## src/rtl/fcab_pkg.sv

```systemverilog
// ----------------------------------------------------------------------------
// fcab_pkg
// Shared types and constants of the flood counter with automatic blocklist.
// ----------------------------------------------------------------------------
package fcab_pkg;

  // default table sizes
  localparam int unsigned FLOOD_ENTRIES_DEF = 16;
  localparam int unsigned BLOCK_ENTRIES_DEF = 64;

  // field widths
  localparam int unsigned ADDR_W  = 32;
  localparam int unsigned COUNT_W = 8;
  localparam int unsigned MODE_W  = 2;
  localparam int unsigned STAT_W  = 2;

  // threshold after reset and saturation value of a count
  localparam logic [COUNT_W-1:0] THRESH_RST = 8'd2;
  localparam logic [COUNT_W-1:0] COUNT_MAX  = 8'd255;

  // item modes
  localparam logic [MODE_W-1:0] MODE_CHECK  = 2'd0;
  localparam logic [MODE_W-1:0] MODE_REPORT = 2'd1;
  localparam logic [MODE_W-1:0] MODE_CLEAR  = 2'd2;
  localparam logic [MODE_W-1:0] MODE_APPEND = 2'd3;

  // result status codes
  localparam logic [STAT_W-1:0] STAT_OK         = 2'd0;
  localparam logic [STAT_W-1:0] STAT_FLOOD_FULL = 2'd1;
  localparam logic [STAT_W-1:0] STAT_BLOCK_FULL = 2'd2;

  // contents written into one flood table slot
  typedef struct packed {
    logic               active;
    logic [ADDR_W-1:0]  address;
    logic [COUNT_W-1:0] count;
  } fld_wr_t;

endpackage

```

## src/rtl/fcab_flood_table.sv

```systemverilog
// ----------------------------------------------------------------------------
// fcab_flood_table
// Flood slots: active bits, addresses and counts, one slot read per cycle.
// ----------------------------------------------------------------------------
module fcab_flood_table
  import fcab_pkg::*;
#(
  parameter int unsigned ENTRIES = FLOOD_ENTRIES_DEF,
  parameter int unsigned IW      = (ENTRIES > 1) ? $clog2(ENTRIES) : 1
) (
  input  logic          clk,
  input  logic          rst_n,
  input  logic [IW-1:0] rd_idx,
  output fld_wr_t       rd_slot,
  input  logic          wr_en,
  input  logic [IW-1:0] wr_idx,
  input  fld_wr_t       wr_slot
);

  logic               active_r [ENTRIES];
  logic [ADDR_W-1:0]  addr_r   [ENTRIES];
  logic [COUNT_W-1:0] cnt_r    [ENTRIES];

  // active bits, cleared at reset
  always_ff @(posedge clk) begin
    if (!rst_n) begin
      for (int i = 0; i < ENTRIES; i++) begin
        active_r[i] <= 1'b0;
      end
    end else if (wr_en) begin
      active_r[wr_idx] <= wr_slot.active;
    end
  end

  // slot payload, only meaningful while active
  always_ff @(posedge clk) begin
    if (wr_en) begin
      addr_r[wr_idx] <= wr_slot.address;
      cnt_r[wr_idx]  <= wr_slot.count;
    end
  end

  // read of the slot under scan
  assign rd_slot.active  = active_r[rd_idx];
  assign rd_slot.address = addr_r[rd_idx];
  assign rd_slot.count   = cnt_r[rd_idx];

endmodule

```

## src/rtl/fcab_block_mem.sv

```systemverilog
// ----------------------------------------------------------------------------
// fcab_block_mem
// Blocklist store: one write port, one read port with registered data.
// ----------------------------------------------------------------------------
module fcab_block_mem
  import fcab_pkg::*;
#(
  parameter int unsigned DEPTH = BLOCK_ENTRIES_DEF,
  parameter int unsigned AW    = (DEPTH > 1) ? $clog2(DEPTH) : 1
) (
  input  logic              clk,
  input  logic              wr_en,
  input  logic [AW-1:0]     wr_addr,
  input  logic [ADDR_W-1:0] wr_data,
  input  logic              rd_en,
  input  logic [AW-1:0]     rd_addr,
  output logic [ADDR_W-1:0] rd_data
);

  logic [ADDR_W-1:0] mem_r [DEPTH];
  logic [ADDR_W-1:0] rd_data_r;

  // write port
  always_ff @(posedge clk) begin
    if (wr_en) begin
      mem_r[wr_addr] <= wr_data;
    end
  end

  // registered read port
  always_ff @(posedge clk) begin
    if (rd_en) begin
      rd_data_r <= mem_r[rd_addr];
    end
  end

  assign rd_data = rd_data_r;

endmodule

```

## src/rtl/flood_counter_auto_blacklist_top.sv

```systemverilog
// ----------------------------------------------------------------------------
// flood_counter_auto_blacklist_top
// Flood attempt counter with an append-only blocklist, one comparator shared.
// ----------------------------------------------------------------------------
// Usage:
//   in_*  : one transaction per item, tdata = mode, address.
//   out_* : one transaction per item, tdata = blocked, attempt_count,
//           promoted, status.
//   cfg_* : write of flood_threshold, only while the block is idle.
// Timing: one item at a time, in_tready is high only while the sequencer
//   is idle. A single 32-bit comparator serves every search. Steps from
//   the accepted item until the result is in the output register:
//   - check:  blocklist memory read one entry a cycle, compare in the
//             cycle after each read, stops on the first match
//   - report: flood slot scan one slot a cycle, an update state, then
//             the result state loads the output register once it is free
//   - clear:  flood slot scan one slot a cycle, stops on the first match
//   - append: an append state, then the result state
//   The next item is accepted in the cycle after the result is loaded, at the earliest.
// Reset clears all flood slots, empties the blocklist and sets the
//   threshold to 2. A stalled receiver holds the result in the output
//   register; the next item is taken meanwhile and its result waits.
// ----------------------------------------------------------------------------
module flood_counter_auto_blacklist_top
  import fcab_pkg::*;
#(
  parameter int unsigned FLOOD_ENTRIES = FLOOD_ENTRIES_DEF,
  parameter int unsigned BLOCK_ENTRIES = BLOCK_ENTRIES_DEF
) (
  input  logic         clk,
  input  logic         rst_n,
  // mode [1:0], address [33:2], zero fill above
  input  logic [39:0]  in_tdata,
  input  logic         in_tvalid,
  output logic         in_tready,
  // blocked [0], attempt_count [8:1], promoted [9], status [11:10]
  output logic [15:0]  out_tdata,
  output logic         out_tvalid,
  input  logic         out_tready,
  input  logic         cfg_wr_en,
  input  logic [7:0]   cfg_wr_data
);

  localparam int unsigned FIW = (FLOOD_ENTRIES > 1) ? $clog2(FLOOD_ENTRIES) : 1;
  localparam int unsigned BIW = (BLOCK_ENTRIES > 1) ? $clog2(BLOCK_ENTRIES) : 1;
  localparam int unsigned BSW = $clog2(BLOCK_ENTRIES + 1);
  localparam logic [FIW-1:0] FLD_LAST = FIW'(FLOOD_ENTRIES - 1);
  localparam logic [BSW-1:0] BLK_CAP  = BSW'(BLOCK_ENTRIES);

  // sequencer states
  localparam logic [2:0] S_IDLE = 3'd0;
  localparam logic [2:0] S_BLK  = 3'd1;
  localparam logic [2:0] S_FLD  = 3'd2;
  localparam logic [2:0] S_UPD  = 3'd3;
  localparam logic [2:0] S_APP  = 3'd4;
  localparam logic [2:0] S_RESP = 3'd5;

  logic [2:0]          state_r, state_nxt;
  logic [MODE_W-1:0]   mode_r, mode_nxt;
  logic [ADDR_W-1:0]   addr_r, addr_nxt;
  logic [COUNT_W-1:0]  thresh_r;
  logic [BSW-1:0]      size_r, size_nxt;
  logic [BSW-1:0]      rd_idx_r, rd_idx_nxt;
  logic                pend_r, pend_nxt;
  logic [FIW-1:0]      scan_r, scan_nxt;
  logic                free_ok_r, free_ok_nxt;
  logic [FIW-1:0]      free_r, free_nxt;
  logic [FIW-1:0]      slot_r, slot_nxt;
  logic [COUNT_W-1:0]  base_r, base_nxt;
  logic                res_blk_r, res_blk_nxt;
  logic [COUNT_W-1:0]  res_cnt_r, res_cnt_nxt;
  logic                res_pro_r, res_pro_nxt;
  logic [STAT_W-1:0]   res_st_r, res_st_nxt;
  logic                out_vld_r, out_vld_nxt;
  logic [15:0]         out_data_r, out_data_nxt;

  fld_wr_t             fld_rd;
  fld_wr_t             fld_wr;
  logic                fld_we;
  logic [FIW-1:0]      fld_widx;
  logic                mem_we;
  logic                mem_re;
  logic [ADDR_W-1:0]   mem_rd;
  logic [ADDR_W-1:0]   cmp_a;
  logic                cmp_eq;
  logic                room;
  logic [COUNT_W-1:0]  inc_cnt;
  logic                in_acc;

  assign in_acc    = in_tvalid && in_tready;
  assign in_tready = (state_r == S_IDLE);
  assign room      = (size_r < BLK_CAP);

  // shared address comparator
  assign cmp_a  = (state_r == S_BLK) ? mem_rd : fld_rd.address;
  assign cmp_eq = (cmp_a == addr_r);

  // saturating increment of the slot count
  assign inc_cnt = (base_r == COUNT_MAX) ? COUNT_MAX : base_r + COUNT_W'(1);

  fcab_flood_table #(
    .ENTRIES (FLOOD_ENTRIES),
    .IW      (FIW)
  ) u_flood_table (
    .clk     (clk),
    .rst_n   (rst_n),
    .rd_idx  (scan_r),
    .rd_slot (fld_rd),
    .wr_en   (fld_we),
    .wr_idx  (fld_widx),
    .wr_slot (fld_wr)
  );

  fcab_block_mem #(
    .DEPTH   (BLOCK_ENTRIES),
    .AW      (BIW)
  ) u_block_mem (
    .clk     (clk),
    .wr_en   (mem_we),
    .wr_addr (size_r[BIW-1:0]),
    .wr_data (addr_r),
    .rd_en   (mem_re),
    .rd_addr (rd_idx_r[BIW-1:0]),
    .rd_data (mem_rd)
  );

  // sequencer
  always_comb begin
    state_nxt    = state_r;
    mode_nxt     = mode_r;
    addr_nxt     = addr_r;
    size_nxt     = size_r;
    rd_idx_nxt   = rd_idx_r;
    pend_nxt     = pend_r;
    scan_nxt     = scan_r;
    free_ok_nxt  = free_ok_r;
    free_nxt     = free_r;
    slot_nxt     = slot_r;
    base_nxt     = base_r;
    res_blk_nxt  = res_blk_r;
    res_cnt_nxt  = res_cnt_r;
    res_pro_nxt  = res_pro_r;
    res_st_nxt   = res_st_r;
    out_vld_nxt  = out_vld_r;
    out_data_nxt = out_data_r;
    fld_we       = 1'b0;
    fld_widx     = slot_r;
    fld_wr       = '0;
    mem_we       = 1'b0;
    mem_re       = 1'b0;

    // output register drains independently
    if (out_vld_r && out_tready) begin
      out_vld_nxt = 1'b0;
    end

    case (state_r)
      S_IDLE: begin
        if (in_acc) begin
          mode_nxt    = in_tdata[1:0];
          addr_nxt    = in_tdata[33:2];
          rd_idx_nxt  = '0;
          pend_nxt    = 1'b0;
          scan_nxt    = '0;
          free_ok_nxt = 1'b0;
          res_blk_nxt = 1'b0;
          res_cnt_nxt = '0;
          res_pro_nxt = 1'b0;
          res_st_nxt  = STAT_OK;
          case (in_tdata[1:0])
            MODE_CHECK:  state_nxt = S_BLK;
            MODE_APPEND: state_nxt = S_APP;
            default:     state_nxt = S_FLD;
          endcase
        end
      end

      // blocklist search, compare in the cycle after the read
      S_BLK: begin
        if (pend_r && cmp_eq) begin
          res_blk_nxt = 1'b1;
          state_nxt   = S_RESP;
        end else if (rd_idx_r == size_r && !pend_r) begin
          state_nxt = S_RESP;
        end else if (rd_idx_r < size_r) begin
          mem_re     = 1'b1;
          rd_idx_nxt = rd_idx_r + BSW'(1);
          pend_nxt   = 1'b1;
        end else begin
          pend_nxt = 1'b0;
        end
      end

      // flood slot scan, noting the first free slot
      S_FLD: begin
        if (fld_rd.active && cmp_eq) begin
          if (mode_r == MODE_CLEAR) begin
            fld_we    = 1'b1;
            fld_widx  = scan_r;
            fld_wr    = '0;
            state_nxt = S_RESP;
          end else begin
            slot_nxt  = scan_r;
            base_nxt  = fld_rd.count;
            state_nxt = S_UPD;
          end
        end else begin
          if (!fld_rd.active && !free_ok_r) begin
            free_ok_nxt = 1'b1;
            free_nxt    = scan_r;
          end
          if (scan_r == FLD_LAST) begin
            if (mode_r == MODE_CLEAR) begin
              state_nxt = S_RESP;
            end else if (free_ok_r || !fld_rd.active) begin
              slot_nxt  = free_ok_r ? free_r : scan_r;
              base_nxt  = '0;
              state_nxt = S_UPD;
            end else begin
              res_st_nxt = STAT_FLOOD_FULL;
              state_nxt  = S_RESP;
            end
          end else begin
            scan_nxt = scan_r + FIW'(1);
          end
        end
      end

      // count update and possible promotion
      S_UPD: begin
        fld_we   = 1'b1;
        fld_widx = slot_r;
        if (inc_cnt >= thresh_r && room) begin
          mem_we      = 1'b1;
          size_nxt    = size_r + BSW'(1);
          fld_wr      = '0;
          res_pro_nxt = 1'b1;
        end else begin
          fld_wr.active  = 1'b1;
          fld_wr.address = addr_r;
          fld_wr.count   = inc_cnt;
          res_cnt_nxt    = inc_cnt;
          if (inc_cnt >= thresh_r) begin
            res_st_nxt = STAT_BLOCK_FULL;
          end
        end
        state_nxt = S_RESP;
      end

      // direct append
      S_APP: begin
        if (room) begin
          mem_we      = 1'b1;
          size_nxt    = size_r + BSW'(1);
          res_pro_nxt = 1'b1;
        end else begin
          res_st_nxt = STAT_BLOCK_FULL;
        end
        state_nxt = S_RESP;
      end

      // hand the result to the output register once it is free
      S_RESP: begin
        if (!out_vld_r || out_tready) begin
          out_vld_nxt  = 1'b1;
          out_data_nxt = {4'd0, res_st_r, res_pro_r, res_cnt_r, res_blk_r};
          state_nxt    = S_IDLE;
        end
      end

      default: begin
        state_nxt = S_IDLE;
      end
    endcase
  end

  // control registers
  always_ff @(posedge clk) begin
    if (!rst_n) begin
      state_r   <= S_IDLE;
      size_r    <= '0;
      out_vld_r <= 1'b0;
      pend_r    <= 1'b0;
    end else begin
      state_r   <= state_nxt;
      size_r    <= size_nxt;
      out_vld_r <= out_vld_nxt;
      pend_r    <= pend_nxt;
    end
  end

  // threshold register
  always_ff @(posedge clk) begin
    if (!rst_n) begin
      thresh_r <= THRESH_RST;
    end else if (cfg_wr_en) begin
      thresh_r <= cfg_wr_data;
    end
  end

  // item and working registers
  always_ff @(posedge clk) begin
    mode_r     <= mode_nxt;
    addr_r     <= addr_nxt;
    rd_idx_r   <= rd_idx_nxt;
    scan_r     <= scan_nxt;
    free_ok_r  <= free_ok_nxt;
    free_r     <= free_nxt;
    slot_r     <= slot_nxt;
    base_r     <= base_nxt;
    res_blk_r  <= res_blk_nxt;
    res_cnt_r  <= res_cnt_nxt;
    res_pro_r  <= res_pro_nxt;
    res_st_r   <= res_st_nxt;
    out_data_r <= out_data_nxt;
  end

  assign out_tvalid = out_vld_r;
  assign out_tdata  = out_data_r;

endmodule

```

## config.mk

```make
export PLATFORM = sky130hd
export DESIGN_NAME = flood_counter_auto_blacklist_top
export DESIGN_NICKNAME = d
export VERILOG_FILES = /design/src/rtl/fcab_pkg.sv /design/src/rtl/fcab_flood_table.sv /design/src/rtl/fcab_block_mem.sv /design/src/rtl/flood_counter_auto_blacklist_top.sv
export SDC_FILE = /design/constraint.sdc
export NUM_CORES = 2
export LEC_CHECK = 0
export BUFFER_PORTS_ARGS = -buffer_cell sky130_fd_sc_hd__buf_4
export CAP_MARGIN = 15
export CORE_MARGIN = 4
export CORE_UTILIZATION = 56
export DETAILED_ROUTE_END_ITERATION = 7
export PLACE_DENSITY = 0.72
export SETUP_SLACK_MARGIN = 0.05
export SLEW_MARGIN = 20
export SYNTH_ARGS = -nofsm -noshare
export SYNTH_HDL_FRONTEND = slang
export SYNTH_HIERARCHICAL = 1
export SYNTH_SLANG_ARGS = --single-unit
```

## constraint.sdc

```tcl
create_clock -name clk -period 7.75 [get_ports clk]
set_input_delay 0 -clock clk [delete_from_list [all_inputs] [get_ports clk]]
set_output_delay 0 -clock clk [all_outputs]
set_load 0.05 [all_outputs]
```

==> impl_metrics.ini <==
[clocking]
clock-sinks = 2842
cts_setup_buffers = 0
clk_latency_ns = 0.95
root_buffer = clkbuf_16
cts_max_level = 5
cts_resized = 0
cts_buffer_depth = 4
cts_tree = yes
cts_buffers = 299
clkTransAtPathRegs_ns = 0.06

[global_routing]
gr-usage-all-layers = 0.2693
overflow = 0
grt_max_degree = 120
antenna_found_initial = 8
grt_pass1_wl_um = 393300
grt_pass1_vias = 55450

[worst_hold_path]
hold_end = out_tvalid
hp-class = input port to flip-flop
hp-start = out_tready
min_path_cells = 4

[worst_setup_path]
rrSetupSlack_ns = 0.83
rr_worst_depth = 16
critical_path_peak_fanout = 20
crit_required_ns = 8.31
path_class = flip-flop to flip-flop
endpoint_kind = flip-flop
r2r-end = u_flood_table/addr_r[1][1]
r2r_start = scan_r[0]
cp-start-kind = flip-flop
crit_start = scan_r[0]
cp.arrival_ns = 7.48

[sta]
rsz0062_at_grt = false
setup_viol = 0
setup_tns_ns = 0
final.period_utilization = 0.8923
max_freq_mhz = 144.6
skew_ns = 0.08986
period_needed_ns = 6.916
max_slew_margin = 0.2163
setup_slack_ns = 0.8344
tightestPinTransition_ns = 1.173
hold_viol = 0
slew_violations = 0

[finish]
final_common_cell = edfxtp_1
drive_above_1_share = 0.2398
nNetsFinal = 5578
synthToLayoutAreaGrowth_pct = 13.35
seqCellArea_mm2 = 0.08498
multiInputGateArea_mm2 = 0.02367
fillCellCount = 12650
final_cell_mix = 2806 x edfxtp_1, 610 x mux4_2, 306 x clkbuf_16, 231 x buf_4, 209 x a22oi_1

[synthesis]
synth_edf_count = 2806
postSynthAreaPerCell_um2 = 21.42
yosys.area.top_type = edfxtp_1
synth_cell_types = 72
syn_area_mm2 = 0.1098
synth_area_leaders = edfxtp_1 77%, mux4_2 13%, mux2i_1 1.8%
synth_flop_cell = edfxtp_1
synth_cells = 5127
async_flop_share = 0
synth_seq_area_share = 0.7739
ys_warn_count = 6
ys_ff_latch = 2842
yosysTopAreaCellShare = 0.7674

[routing]
vias_per_cell = 6.602
drc = 0
num_vias = 55100
ant_nets = 0
dr.pass1.iters = 5
post_drt_wl_per_cell_um = 32.70
initialDrtViolationCount = 7356
routed_wl_um = 272800

[place]
gp_congestion = 0.8412
hpwl_um = 148100
pre_cts_slack_ns = 1.025
io_buffers = 60

[flow_run]
cap_violations = 0

[floorplanning]
die_h_um = 450.8
design.core.area_mm2 = 0.1950
die_area_mm2 = 0.2032
placementRows = 162
initial_core_util = 0.5631
die_w_um = 450.8
io_pins = 71

[power_and_ir_drop]
ir_drop_mv = 0.2978
power_leakage_nw = 38.20
power-per-cell-area_mw_per_mm2 = 342.3

[run_status]
run_status = finished, final reports clean
==> worst max-delay path by stage <==
stage                     slack (ns)                     endpoint  depth (start not counted)
after floorplan                 1.44   u_flood_table/addr_r[0][0]                         17
after global placement          1.09  u_flood_table/addr_r[2][17]                         16
after detailed placement        1.03   u_flood_table/addr_r[1][9]                         16
after CTS                       0.89   u_flood_table/addr_r[1][1]                         16
after global routing            0.52   u_flood_table/addr_r[1][1]                         16
final                           0.83   u_flood_table/addr_r[1][1]                         16
==> routing by layer <==
metal | GRT usage | vias up | routed length [µm] | share of wire
li1 | - | 22260 | - | -
met1 | 0.3643 | 29080 | 99630 | 0.37
met2 | 0.4272 | 3127 | 132600 | 0.49
met3 | 0.05789 | 631 | 26460 | 0.097
met4 | 0.1222 | 0 | 14170 | 0.052
met5 | 0 | - | 0 | 0
==> cells in the mapped netlist (6+ instances only) <==
master,instances
edfxtp_1,2806
mux4_2,610
a22oi_1,209
mux2i_1,200
nor2_1,168
clkbuf_1,112
nand2_1,88
nand3_1,72
buf_2,65
o21ai_0,59
inv_1,53
o22ai_1,49
buf_4,42
a21oi_1,38
and2_1,37
dfxtp_1,36
nor2b_1,34
buf_6,32
xor2_1,28
xnor2_1,27
buf_1,25
a211oi_1,23
a31oi_1,22
ha_1,21
a21boi_0,18
nand2b_1,18
and3_1,17
nand4_1,17
o221ai_1,17
nor3_1,15
o211ai_1,15
a22o_1,14
a311o_1,12
o22a_1,12
a211o_1,11
or2_2,9
nand3b_1,8
a221oi_1,7
and4_1,7
nor4_1,6
==> cell type report <==
type,count,share of cell area
Antenna cell,8,0.0001608
Clock buffer,363,0.06348
Clock inverter,147,0.009420
Inverter,54,0.001629
Multi-Input combinational cell,1949,0.1902
Sequential cell,2842,0.6828
Tap cell,2624,0.02638
Timing Repair Buffer,358,0.02592
==> report_power, final <==
part           switching (mW)  leakage (nW)  internal [mW]
clock network            5.63          4.43           7.82
registers               0.300          24.7           18.1
logic                    6.85          9.04           3.96
total                    12.8          38.2           29.8
==> flip-flops by register name (all words and copies together) (netlist names), 8 cells and up <==
name and count:
u_flood_table/active_r 16, u_flood_table/cnt_r 128, u_block_mem/mem_r 2048, out_tdata 12, u_flood_table/addr_r 512, res_cnt_r 8
base_r 8, u_block_mem/rd_data 32, addr_r 32, thresh_r 8
==> logic make-up after synthesis <==
| family | count (synthesis) | share of synthesized area |
|---|---|---|
| flops | 2842 | 0.7739 |
| mux | 818 | 0.1442 |
| compound gates | 539 | 0.03527 |
| simple gates | 512 | 0.02289 |
| buf+inv | 339 | 0.01692 |
| xor+xnor | 55 | 0.004387 |
| fa+ha+maj | 21 | 0.002393 |
| other cells | 1 | 0.00003415 |
==> repair_timing <==
action | CTS | global route
endpoints found under the setup margin | 0 | 0
hold buffers | 105 | 0
hold endpoints to repair | 98 | 0
==> metrics by stage <==
step / utilization / instances / cell area (µm²) / hold WS [ns] / total power, mW
after CTS: 0.6381 / 8337 / 124400 / 0.06577 / 42.75
final: 0.6383 / 8345 / 124500 / 0.08867 / 42.60
after global placement: 0.5862 / 7722 / 114300 / 0.1785 / 29.15
after floorplan: - / 5130 / 109800 / 0.09887 / 25.58
after global routing: 0.6382 / 8337 / 124400 / 0.06536 / 44.05
after detailed placement: 0.5862 / 7722 / 114300 / 0.1798 / 29.33
==> worst max-delay path, stage by stage, from the launching register on <==
cell and delay, ns:
edfxtp_1 0.80, buf_12 0.29, buf_12 0.21, mux4_2 0.54, a22oi_1 0.24, nand2_1 0.11, xor2_1 0.19, nor4_1 0.74
a31oi_1 0.18, a211o_1 0.45, nor3_4 0.15, buf_4 0.24, and3_1 0.31, mux2_1 0.46, or3b_2 0.66, nor2_4 0.59
buf_4 0.36
Power figures use the tool's default switching activity.
